<file path="src/hw/rtl/assert_macros.svh">
// Assertion helpers shared by the RTL.
// Included by modules that carry concurrent assertions; no other dependencies.
`ifndef ASSERT_MACROS_SVH
`define ASSERT_MACROS_SVH

// Property must hold at every clock edge outside reset.
`define ASSERT_AT(label, clk, rst_n, prop) \
	label: assert property (@(posedge clk) disable iff (!rst_n) prop) \
		else $error("%m: property violated");

// Condition must never be true outside reset.
`define ASSERT_NEVER(label, clk, rst_n, cond) \
	label: assert property (@(posedge clk) disable iff (!rst_n) !(cond)) \
		else $error("%m: forbidden condition seen");

`endif

</file>
<file path="src/hw/rtl/pte_pkg.sv">
// Types, register indexes and the micro-program of the Penning trap Euler stepper.
// Standalone package; used by penning_trap_euler_step_top.
package pte_pkg;

	localparam int WORD_W  = 32;
	localparam int CFG_IDX_W = 3;
	localparam int PC_W    = 6;
	localparam int PROG_LEN = 39;

	typedef enum logic [CFG_IDX_W-1:0] {
		REG_TIME_STEP      = 3'd0,
		REG_FIELD_GRADIENT = 3'd1,
		REG_MAGNETIC_FIELD = 3'd2,
		REG_QM_A           = 3'd3,
		REG_QM_B           = 3'd4
	} cfg_reg_t;

	typedef enum logic {
		KIND_LOAD = 1'b0,
		KIND_STEP = 1'b1
	} kind_t;

	typedef enum logic [1:0] {
		OP_MUL = 2'd0,  // product register <= a * b
		OP_RND = 2'd1,  // dst <= sat(round(product))
		OP_ADD = 2'd2,  // dst <= sat(a + b)
		OP_SUB = 2'd3   // dst <= sat(a - b)
	} opcode_t;

	typedef enum logic [3:0] {
		SRC_ZERO = 4'd0,
		SRC_DT   = 4'd1,
		SRC_K    = 4'd2,
		SRC_B    = 4'd3,
		SRC_QM   = 4'd4,
		SRC_X    = 4'd5,
		SRC_Y    = 4'd6,
		SRC_Z    = 4'd7,
		SRC_VX   = 4'd8,
		SRC_VY   = 4'd9,
		SRC_VZ   = 4'd10,
		SRC_T0   = 4'd11,
		SRC_T1   = 4'd12
	} src_t;

	typedef enum logic [2:0] {
		DST_T0  = 3'd0,
		DST_T1  = 3'd1,
		DST_NX  = 3'd2,
		DST_NY  = 3'd3,
		DST_NZ  = 3'd4,
		DST_NVX = 3'd5,
		DST_NVY = 3'd6,
		DST_NVZ = 3'd7
	} dst_t;

	typedef struct packed {
		opcode_t op;
		src_t    a;
		src_t    b;
		dst_t    dst;
	} uop_t;

	// One particle's update; dependencies are honored by order alone.
	function automatic uop_t prog_op(input logic [PC_W-1:0] pc);
		uop_t u;
		u = '{OP_ADD, SRC_ZERO, SRC_ZERO, DST_T0};
		case (pc)
			// positions
			6'd0:  u = '{OP_MUL, SRC_DT, SRC_VX, DST_T0};
			6'd1:  u = '{OP_RND, SRC_ZERO, SRC_ZERO, DST_T0};
			6'd2:  u = '{OP_ADD, SRC_X, SRC_T0, DST_NX};
			6'd3:  u = '{OP_MUL, SRC_DT, SRC_VY, DST_T0};
			6'd4:  u = '{OP_RND, SRC_ZERO, SRC_ZERO, DST_T0};
			6'd5:  u = '{OP_ADD, SRC_Y, SRC_T0, DST_NY};
			6'd6:  u = '{OP_MUL, SRC_DT, SRC_VZ, DST_T0};
			6'd7:  u = '{OP_RND, SRC_ZERO, SRC_ZERO, DST_T0};
			6'd8:  u = '{OP_ADD, SRC_Z, SRC_T0, DST_NZ};
			// x velocity: fx = k*x + vy*B
			6'd9:  u = '{OP_MUL, SRC_K, SRC_X, DST_T0};
			6'd10: u = '{OP_RND, SRC_ZERO, SRC_ZERO, DST_T0};
			6'd11: u = '{OP_MUL, SRC_VY, SRC_B, DST_T1};
			6'd12: u = '{OP_RND, SRC_ZERO, SRC_ZERO, DST_T1};
			6'd13: u = '{OP_ADD, SRC_T0, SRC_T1, DST_T0};
			6'd14: u = '{OP_MUL, SRC_QM, SRC_T0, DST_T0};
			6'd15: u = '{OP_RND, SRC_ZERO, SRC_ZERO, DST_T0};
			6'd16: u = '{OP_MUL, SRC_DT, SRC_T0, DST_T0};
			6'd17: u = '{OP_RND, SRC_ZERO, SRC_ZERO, DST_T0};
			6'd18: u = '{OP_ADD, SRC_VX, SRC_T0, DST_NVX};
			// y velocity: fy = k*y - vx*B
			6'd19: u = '{OP_MUL, SRC_K, SRC_Y, DST_T0};
			6'd20: u = '{OP_RND, SRC_ZERO, SRC_ZERO, DST_T0};
			6'd21: u = '{OP_MUL, SRC_VX, SRC_B, DST_T1};
			6'd22: u = '{OP_RND, SRC_ZERO, SRC_ZERO, DST_T1};
			6'd23: u = '{OP_SUB, SRC_T0, SRC_T1, DST_T0};
			6'd24: u = '{OP_MUL, SRC_QM, SRC_T0, DST_T0};
			6'd25: u = '{OP_RND, SRC_ZERO, SRC_ZERO, DST_T0};
			6'd26: u = '{OP_MUL, SRC_DT, SRC_T0, DST_T0};
			6'd27: u = '{OP_RND, SRC_ZERO, SRC_ZERO, DST_T0};
			6'd28: u = '{OP_ADD, SRC_VY, SRC_T0, DST_NVY};
			// z velocity: fz = -(2*(k*z))
			6'd29: u = '{OP_MUL, SRC_K, SRC_Z, DST_T0};
			6'd30: u = '{OP_RND, SRC_ZERO, SRC_ZERO, DST_T0};
			6'd31: u = '{OP_ADD, SRC_T0, SRC_T0, DST_T0};
			6'd32: u = '{OP_SUB, SRC_ZERO, SRC_T0, DST_T0};
			6'd33: u = '{OP_MUL, SRC_QM, SRC_T0, DST_T0};
			6'd34: u = '{OP_RND, SRC_ZERO, SRC_ZERO, DST_T0};
			6'd35: u = '{OP_MUL, SRC_DT, SRC_T0, DST_T0};
			6'd36: u = '{OP_RND, SRC_ZERO, SRC_ZERO, DST_T0};
			6'd37: u = '{OP_ADD, SRC_VZ, SRC_T0, DST_NVZ};
			6'd38: u = '{OP_ADD, SRC_VZ, SRC_T0, DST_NVZ};
			default: u = '{OP_ADD, SRC_ZERO, SRC_ZERO, DST_T0};
		endcase
		return u;
	endfunction

endpackage

</file>
<file path="src/hw/rtl/penning_trap_euler_step_top.sv">
// Forward Euler stepper for charged particles in an ideal Penning trap.
// Depends on pte_pkg and assert_macros.svh.
//
// Usage:
//  - cfg channel (cfg_valid/cfg_ready, cfg_index, cfg_data) writes dt, k, B0 and the
//    two charge/mass ratios; cfg_ready is always high, write only while idle.
//  - s_axis carries one request per transfer: tuser[0] = kind (load/step),
//    tuser[1] = particle index, tdata = pos x,y,z then vel x,y,z (32 bits each).
//  - A load request writes one particle's state in the accept cycle and yields
//    nothing; the next request can follow in the next cycle.
//  - A step request runs the micro-program per particle on one shared
//    32x32 multiplier / saturating adder, then posts the result from an emit
//    state, which waits while the output register holds an untaken result.
//  - m_axis returns one result per particle in index order: tuser[0] = particle,
//    tuser[1] = saturated, tlast on the final particle.
//  - The output register holds a result until taken; while a finished result
//    waits the sequencer stalls before posting the next one, and s_axis_tready
//    is high whenever the sequencer is idle, even with a result still waiting.
//  - Reset (arst_n low) clears sequencer, config and particle state to zero and
//    drops m_axis_tvalid; datapath and output data registers are not reset.
`include "assert_macros.svh"

module penning_trap_euler_step_top #(
	parameter int PARTICLES = 2,
	parameter int FRAC_BITS = 16
) (
	input  logic         clk,
	input  logic         arst_n,
	// configuration writes
	input  logic         cfg_valid,
	output logic         cfg_ready,
	input  logic [2:0]   cfg_index,
	input  logic [31:0]  cfg_data,
	// requests in
	input  logic         s_axis_tvalid,
	output logic         s_axis_tready,
	input  logic [191:0] s_axis_tdata,  // pos_x_in, pos_y_in, pos_z_in, vel_x_in, vel_y_in, vel_z_in
	input  logic [1:0]   s_axis_tuser,  // kind, particle_index
	// results out
	output logic         m_axis_tvalid,
	input  logic         m_axis_tready,
	output logic [191:0] m_axis_tdata,  // pos_x_out, pos_y_out, pos_z_out, vel_x_out, vel_y_out, vel_z_out
	output logic [1:0]   m_axis_tuser,  // particle_out, saturated
	output logic         m_axis_tlast
);

	localparam int W = pte_pkg::WORD_W;
	localparam int PIDX_W = (PARTICLES > 1) ? $clog2(PARTICLES) : 1;
	localparam logic [pte_pkg::PC_W-1:0] PC_LAST = pte_pkg::PC_W'(pte_pkg::PROG_LEN - 1);
	localparam logic [PIDX_W-1:0] P_LAST = PIDX_W'(PARTICLES - 1);
	localparam logic signed [2*W-1:0] RND_HALF = (2*W)'(64'sd1 <<< (FRAC_BITS - 1));
	localparam logic signed [W-1:0] SMAX = {1'b0, {(W-1){1'b1}}};
	localparam logic signed [W-1:0] SMIN = {1'b1, {(W-1){1'b0}}};

	typedef enum logic [2:0] {
		ST_IDLE = 3'b001,
		ST_RUN  = 3'b010,
		ST_EMIT = 3'b100
	} state_t;

	state_t state_q;
	logic [pte_pkg::PC_W-1:0] pc_q;
	logic [PIDX_W-1:0] cur_q;
	logic sat_q;

	// configuration registers
	logic [30:0] dt_q;
	logic signed [W-1:0] k_q, b_q, qm_a_q, qm_b_q;

	// particle state
	logic signed [W-1:0] pos_q [PARTICLES][3];
	logic signed [W-1:0] vel_q [PARTICLES][3];

	// working registers of the shared unit
	logic signed [2*W-1:0] prod_q;
	logic signed [W-1:0] t0_q, t1_q;
	logic signed [W-1:0] npos_q [3];
	logic signed [W-1:0] nvel_q [3];

	// output stage
	logic out_valid_q;
	logic [191:0] out_data_q;
	logic [1:0] out_user_q;
	logic out_last_q;

	pte_pkg::uop_t uop;
	logic signed [W-1:0] opa, opb, qm;
	logic signed [2*W-1:0] rnd_sum, rnd_shr;
	logic rnd_ovf;
	logic signed [W-1:0] rnd_val;
	logic signed [W:0] sum33;
	logic sum_ovf;
	logic signed [W-1:0] sum_val;
	logic signed [W-1:0] res_val;
	logic res_sat;
	logic in_fire, load_ok, emit_go, cur_is_last;

	assign cfg_ready = 1'b1;
	assign s_axis_tready = (state_q == ST_IDLE);
	assign in_fire = s_axis_tvalid && s_axis_tready;
	assign load_ok = (32'(s_axis_tuser[1]) < 32'(PARTICLES));
	assign emit_go = (state_q == ST_EMIT) && (!out_valid_q || m_axis_tready);
	assign cur_is_last = (cur_q == P_LAST);

	assign m_axis_tvalid = out_valid_q;
	assign m_axis_tdata  = out_data_q;
	assign m_axis_tuser  = out_user_q;
	assign m_axis_tlast  = out_last_q;

	assign uop = pte_pkg::prog_op(pc_q);
	assign qm = (cur_q == '0) ? qm_a_q : qm_b_q;

	function automatic logic signed [W-1:0] pick(
		input pte_pkg::src_t s,
		input logic [30:0] dt,
		input logic signed [W-1:0] k, b, q, x, y, z, vx, vy, vz, t0, t1
	);
		logic signed [W-1:0] v;
		v = '0;
		unique case (s)
			pte_pkg::SRC_ZERO: v = '0;
			pte_pkg::SRC_DT:   v = {1'b0, dt};
			pte_pkg::SRC_K:    v = k;
			pte_pkg::SRC_B:    v = b;
			pte_pkg::SRC_QM:   v = q;
			pte_pkg::SRC_X:    v = x;
			pte_pkg::SRC_Y:    v = y;
			pte_pkg::SRC_Z:    v = z;
			pte_pkg::SRC_VX:   v = vx;
			pte_pkg::SRC_VY:   v = vy;
			pte_pkg::SRC_VZ:   v = vz;
			pte_pkg::SRC_T0:   v = t0;
			pte_pkg::SRC_T1:   v = t1;
			default:           v = '0;
		endcase
		return v;
	endfunction

	always_comb begin
		opa = pick(uop.a, dt_q, k_q, b_q, qm,
			pos_q[cur_q][0], pos_q[cur_q][1], pos_q[cur_q][2],
			vel_q[cur_q][0], vel_q[cur_q][1], vel_q[cur_q][2], t0_q, t1_q);
		opb = pick(uop.b, dt_q, k_q, b_q, qm,
			pos_q[cur_q][0], pos_q[cur_q][1], pos_q[cur_q][2],
			vel_q[cur_q][0], vel_q[cur_q][1], vel_q[cur_q][2], t0_q, t1_q);
	end

	// round half up at FRAC_BITS, floor via arithmetic shift, clip to 32 bits
	always_comb begin
		rnd_sum = prod_q + RND_HALF;
		rnd_shr = rnd_sum >>> FRAC_BITS;
		rnd_ovf = !((&rnd_shr[2*W-1:W-1]) || !(|rnd_shr[2*W-1:W-1]));
		rnd_val = rnd_ovf ? (rnd_shr[2*W-1] ? SMIN : SMAX) : rnd_shr[W-1:0];
	end

	always_comb begin
		if (uop.op == pte_pkg::OP_SUB) begin
			sum33 = {opa[W-1], opa} - {opb[W-1], opb};
		end else begin
			sum33 = {opa[W-1], opa} + {opb[W-1], opb};
		end
		sum_ovf = (sum33[W] != sum33[W-1]);
		sum_val = sum_ovf ? (sum33[W] ? SMIN : SMAX) : sum33[W-1:0];
	end

	always_comb begin
		res_val = sum_val;
		res_sat = 1'b0;
		case (uop.op)
			pte_pkg::OP_MUL: begin
				res_val = sum_val;
				res_sat = 1'b0;
			end
			pte_pkg::OP_RND: begin
				res_val = rnd_val;
				res_sat = rnd_ovf;
			end
			default: begin
				res_val = sum_val;
				res_sat = sum_ovf;
			end
		endcase
	end

	// sequencer, particle state and config
	always_ff @(posedge clk or negedge arst_n) begin
		if (!arst_n) begin
			state_q <= ST_IDLE;
			pc_q    <= '0;
			cur_q   <= '0;
			sat_q   <= 1'b0;
			dt_q    <= '0;
			k_q     <= '0;
			b_q     <= '0;
			qm_a_q  <= '0;
			qm_b_q  <= '0;
			for (int p = 0; p < PARTICLES; p++) begin
				for (int c = 0; c < 3; c++) begin
					pos_q[p][c] <= '0;
					vel_q[p][c] <= '0;
				end
			end
		end else begin
			if (cfg_valid && cfg_ready) begin
				case (cfg_index)
					pte_pkg::REG_TIME_STEP:      dt_q   <= cfg_data[30:0];
					pte_pkg::REG_FIELD_GRADIENT: k_q    <= cfg_data;
					pte_pkg::REG_MAGNETIC_FIELD: b_q    <= cfg_data;
					pte_pkg::REG_QM_A:           qm_a_q <= cfg_data;
					pte_pkg::REG_QM_B:           qm_b_q <= cfg_data;
					default: ;
				endcase
			end
			unique case (state_q)
				ST_IDLE: begin
					if (in_fire) begin
						if (s_axis_tuser[0] == pte_pkg::KIND_STEP) begin
							state_q <= ST_RUN;
							pc_q    <= '0;
							cur_q   <= '0;
							sat_q   <= 1'b0;
						end else if (load_ok) begin
							for (int c = 0; c < 3; c++) begin
								pos_q[PIDX_W'(s_axis_tuser[1])][c] <= s_axis_tdata[c*W +: W];
								vel_q[PIDX_W'(s_axis_tuser[1])][c] <=
									s_axis_tdata[(c+3)*W +: W];
							end
						end
					end
				end
				ST_RUN: begin
					if (uop.op != pte_pkg::OP_MUL) begin
						sat_q <= sat_q | res_sat;
					end
					if (pc_q == PC_LAST) begin
						state_q <= ST_EMIT;
					end else begin
						pc_q <= pc_q + 1'b1;
					end
				end
				ST_EMIT: begin
					if (emit_go) begin
						for (int c = 0; c < 3; c++) begin
							pos_q[cur_q][c] <= npos_q[c];
							vel_q[cur_q][c] <= nvel_q[c];
						end
						if (cur_is_last) begin
							state_q <= ST_IDLE;
						end else begin
							state_q <= ST_RUN;
							cur_q   <= cur_q + 1'b1;
							pc_q    <= '0;
							sat_q   <= 1'b0;
						end
					end
				end
				default: state_q <= ST_IDLE;
			endcase
		end
	end

	// shared unit datapath registers
	always_ff @(posedge clk) begin
		if (state_q == ST_RUN) begin
			case (uop.op)
				pte_pkg::OP_MUL: prod_q <= opa * opb;
				default: begin
					unique case (uop.dst)
						pte_pkg::DST_T0:  t0_q      <= res_val;
						pte_pkg::DST_T1:  t1_q      <= res_val;
						pte_pkg::DST_NX:  npos_q[0] <= res_val;
						pte_pkg::DST_NY:  npos_q[1] <= res_val;
						pte_pkg::DST_NZ:  npos_q[2] <= res_val;
						pte_pkg::DST_NVX: nvel_q[0] <= res_val;
						pte_pkg::DST_NVY: nvel_q[1] <= res_val;
						pte_pkg::DST_NVZ: nvel_q[2] <= res_val;
						default: ;
					endcase
				end
			endcase
		end
	end

	// output register
	always_ff @(posedge clk or negedge arst_n) begin
		if (!arst_n) begin
			out_valid_q <= 1'b0;
		end else if (emit_go) begin
			out_valid_q <= 1'b1;
		end else if (m_axis_tready) begin
			out_valid_q <= 1'b0;
		end
	end

	always_ff @(posedge clk) begin
		if (emit_go) begin
			out_data_q <= {nvel_q[2], nvel_q[1], nvel_q[0], npos_q[2], npos_q[1], npos_q[0]};
			out_user_q <= {sat_q, 1'(cur_q)};
			out_last_q <= cur_is_last;
		end
	end

	// a step request always starts particle zero at the top of the program
	`ASSERT_AT(a_step_start, clk, arst_n,
		(in_fire && s_axis_tuser[0] == pte_pkg::KIND_STEP) |=>
		(state_q == ST_RUN && pc_q == '0 && cur_q == '0))

	// the program is run to its end before a result is posted
	`ASSERT_AT(a_emit_after_prog, clk, arst_n,
		(state_q == ST_EMIT && $past(state_q) == ST_RUN) |-> ($past(pc_q) == PC_LAST))

	// a waiting result is never overwritten by the next particle
	`ASSERT_AT(a_emit_holds, clk, arst_n,
		(state_q == ST_EMIT && out_valid_q && !m_axis_tready) |=> (state_q == ST_EMIT))

endmodule
</file>
<file path="config.mk">
export PLATFORM = sky130hd
export DESIGN_NAME = penning_trap_euler_step_top
export DESIGN_NICKNAME = d
export VERILOG_FILES = /design/src/hw/rtl/pte_pkg.sv /design/src/hw/rtl/penning_trap_euler_step_top.sv
export VERILOG_INCLUDE_DIRS = /design/src /design/src/hw/rtl
export SDC_FILE = /design/constraint.sdc
export NUM_CORES = 2
export LEC_CHECK = 0
export BUFFER_PORTS_ARGS = -buffer_cell sky130_fd_sc_hd__buf_4
export CAP_MARGIN = 30
export CORE_AREA = 2 2 499 501
export CTS_CLUSTER_DIAMETER = 200
export CTS_CLUSTER_SIZE = 8
export DETAILED_ROUTE_END_ITERATION = 7
export DIE_AREA = 0 0 501 503
export SYNTH_ARGS = -nofsm -noshare
export SYNTH_HDL_FRONTEND = slang
export SYNTH_SLANG_ARGS = --single-unit
</file>
<file path="constraint.sdc">
create_clock -name clk -period 30.5 [get_ports clk]
set_input_delay 0 -clock clk [delete_from_list [all_inputs] [get_ports clk]]
set_output_delay 0 -clock clk [all_outputs]
set_load 0.01 [all_outputs]
</file>
==> impl_metrics.toml <==
[route]
drt_iter0_markers = 7750
wl_per_cell_um = 29.2
post-route-drc-count = 2
wirelength_um = 359000
vias = 70988
drt_pre_antenna_iters = 8
via_per_inst = 5.78
ant_nets = 0

[min_path]
worstHoldStart = "cfg_index[1]"
hold_path_class = "in -> reg"
hold_end = "k_q[5]"
holdPathStages = 4

[cts]
post_cts_resized = 0
cts_buffers = 149
clk_pin_slew_worst_paths_ns = 0.05
hold_buffers = 235
root_buffer = "clkbuf_16"
cts_sinks = 1054
cts_max_level = 4
cts_buffer_depth = 3
clock_latency_ns = 0.83
cts_setup_buffers = 0
cts_tree = "built"

[synthesis]
syn_nets = 9936
ys.flop_type = "dfrtp_1"
synth_area_mm2 = 0.0859
syn_inst = 8398
async_reset_ff_share_pct = 52.7
syn_avg_cell_area_um2 = 10.2
ys_seq_area_share_pct = 33.6
ys_warn_count = 0
synth_cell_types = 110
synth_seq_cells = 1054
synth_edf_count = 499

[worst_setup_path]
path_common_cell = "fa_1"
start_kind = "flop"
ff2ff_setup_slack_ns = 16.27
end_kind = "flop"
r2r_cells = 38
r2r_end = "prod_q[45]"
slowest_delay_ns = 0.79
rr_startpoint = "pc_q[0]"
worstPathArrival_ns = 14.79
crit_type = "reg -> reg"
crit_fanout = 18
critPathSlowestCell = "a311oi_1"
worstPathRequired_ns = 31.07

[layout]
layout-drive-gt1-share_pct = 13.6
stdcell_area_mm2 = 0.100
fin_cells = 12291
mostFrequentLayoutCells = "fa_1, inv_1, nand2_1"
fin_nets = 10450
area_growth_pct = 16.9
final_common_cell = "fa_1"
fillers = 23773

[sta]
rsz0062_at_grt = "no"
tightest_slew_ns = 1.12
finalSetupViolCount = 0
setup-tns-final_ns = 0
fmax_mhz = 70.3
drv_slew = 0
post-route-min-period_ns = 14.23
min_period_over_period_pct = 46.6
timing.final.hold_violations = 0
fin_skew_ns = 0.0596
slew_headroom_pct = 23.2

[die]
dieArea_mm2 = 0.252
die_h_um = 503
core_area_mm2 = 0.247
io-pin-count = 432
start_util_pct = 34.8
chipWidth_um = 501
rows = 183

[grt]
antenna_found_initial = 24
track_usage_pct = 28.2
overflow = 0
grt_start_max_net_pins = 162
first_global_vias = 73015
grt_pass1_wl_um = 516000

[place]
dpl_cell_area_mm2 = 0.0935
numPortBuffers = 430
gp_congestion = 1.02
dpl.hpwl_um = 260000
place_inst = 11760

[run_status]
status = "finished with violations"
violations = "design-rule violations"

[flow_run]
drv_cap = 0
-- layer usage --
metal	vias to the layer above	share of wire [%]	GRT usage [%]
met5	-	0.026	0
met4	14	6.4	16.0
met3	1031	9.5	6.28
met2	4288	45	44.0
met1	36491	39	36.1
li1	29164	-	-
-- Yosys cell counts (all sizes together) (25+ instances only) --
master | n | area share, %
mux2 | 218 | 2.9
clkbuf | 428 | 1.9
ha | 221 | 3.2
xor2 | 55 | 0.56
nor3 | 65 | 0.40
xnor2 | 101 | 1.0
a31oi | 30 | 0.24
a211oi | 33 | 0.30
edfxtp | 499 | 17
nor4 | 26 | 0.28
nand2b | 66 | 0.48
o211ai | 27 | 0.24
o22ai | 42 | 0.31
inv | 1051 | 4.6
a22oi | 432 | 3.8
nand4 | 39 | 0.29
nand2 | 894 | 3.9
nand3 | 95 | 0.57
o21ai | 301 | 1.8
a32oi | 25 | 0.25
buf | 110 | 0.70
nor2 | 886 | 3.9
dfrtp | 554 | 16
and3 | 39 | 0.28
a21o | 57 | 0.50
fa | 1083 | 25
a221oi | 39 | 0.41
nor2b | 36 | 0.26
and2 | 31 | 0.23
a21oi | 404 | 2.4
mux2i | 178 | 2.1
-- state kept, by name, summed over array words and instances (netlist names), 32 cells and up --
register	flops
k_q	32
qm_b_q	32
pos_q	192
qm_a_q	32
npos_q	96
nvel_q	96
m_axis_tdata	192
t1_q	32
t0_q	32
prod_q	49
b_q	32
vel_q	192
-- worst max-delay path, delay by kind of cell (launching register included) --
family	cells	cell delay, ns
flip-flops	1	0.59
AND/OR/NAND/NOR	7	1.63
AO/OA/AOI/OAI	14	4.95
buffers and inverters	6	1.67
XOR/XNOR	1	0.16
adder cells (fa/ha/maj)	10	4.83
-- metrics by stage --
step	utilization (%)	setup WS (ns)	hold WS [ns]
4_1_cts	40.6	16.63	0.00542
2_1_floorplan	-	18.54	-0.296
5_1_grt	40.7	15.93	0.0372
6_report	40.7	16.27	0.0699
3_5_place_dp	37.9	16.67	0.0770
3_3_place_gp	37.8	16.59	0.0607
-- final cells by class --
type / instances / area [um^2] / area share (%)
sequential: 1054 / 28900 / 28.7
inverter: 1065 / 4000 / 3.98
timing repair buffer: 901 / 7500 / 7.46
tap: 3237 / 4050 / 4.03
clock inverter: 12 / 285 / 0.284
multi-input combinational: 5741 / 51500 / 51.3
clock buffer: 263 / 4230 / 4.21
antenna: 18 / 45.0 / 0.0448
-- logic make-up after synthesis --
group / Yosys count / synth area share (%)
XOR/XNOR: 156 / 1.59
multiplexers: 408 / 5.25
AND/OR/NAND/NOR: 2257 / 11.3
other: 1 / 0.00436
AO/OA/AOI/OAI: 1615 / 12.6
adder cells (fa/ha/maj): 1304 / 28.4
flip-flops: 1054 / 33.6
buffers and inverters: 1603 / 7.22
-- how the worst max path moves through the flow --
stage,from,end
floorplan,state_q[1],pos_q[0]
global placement,pc_q[0],prod_q[45]
detailed placement,pc_q[0],prod_q[45]
CTS,pc_q[0],prod_q[45]
global route,pc_q[0],prod_q[45]
finish,pc_q[0],prod_q[45]
Power is left out: the tool's default activity adds up to more than one toggle a clock period on the data nets, which glitch-free logic cannot reach.
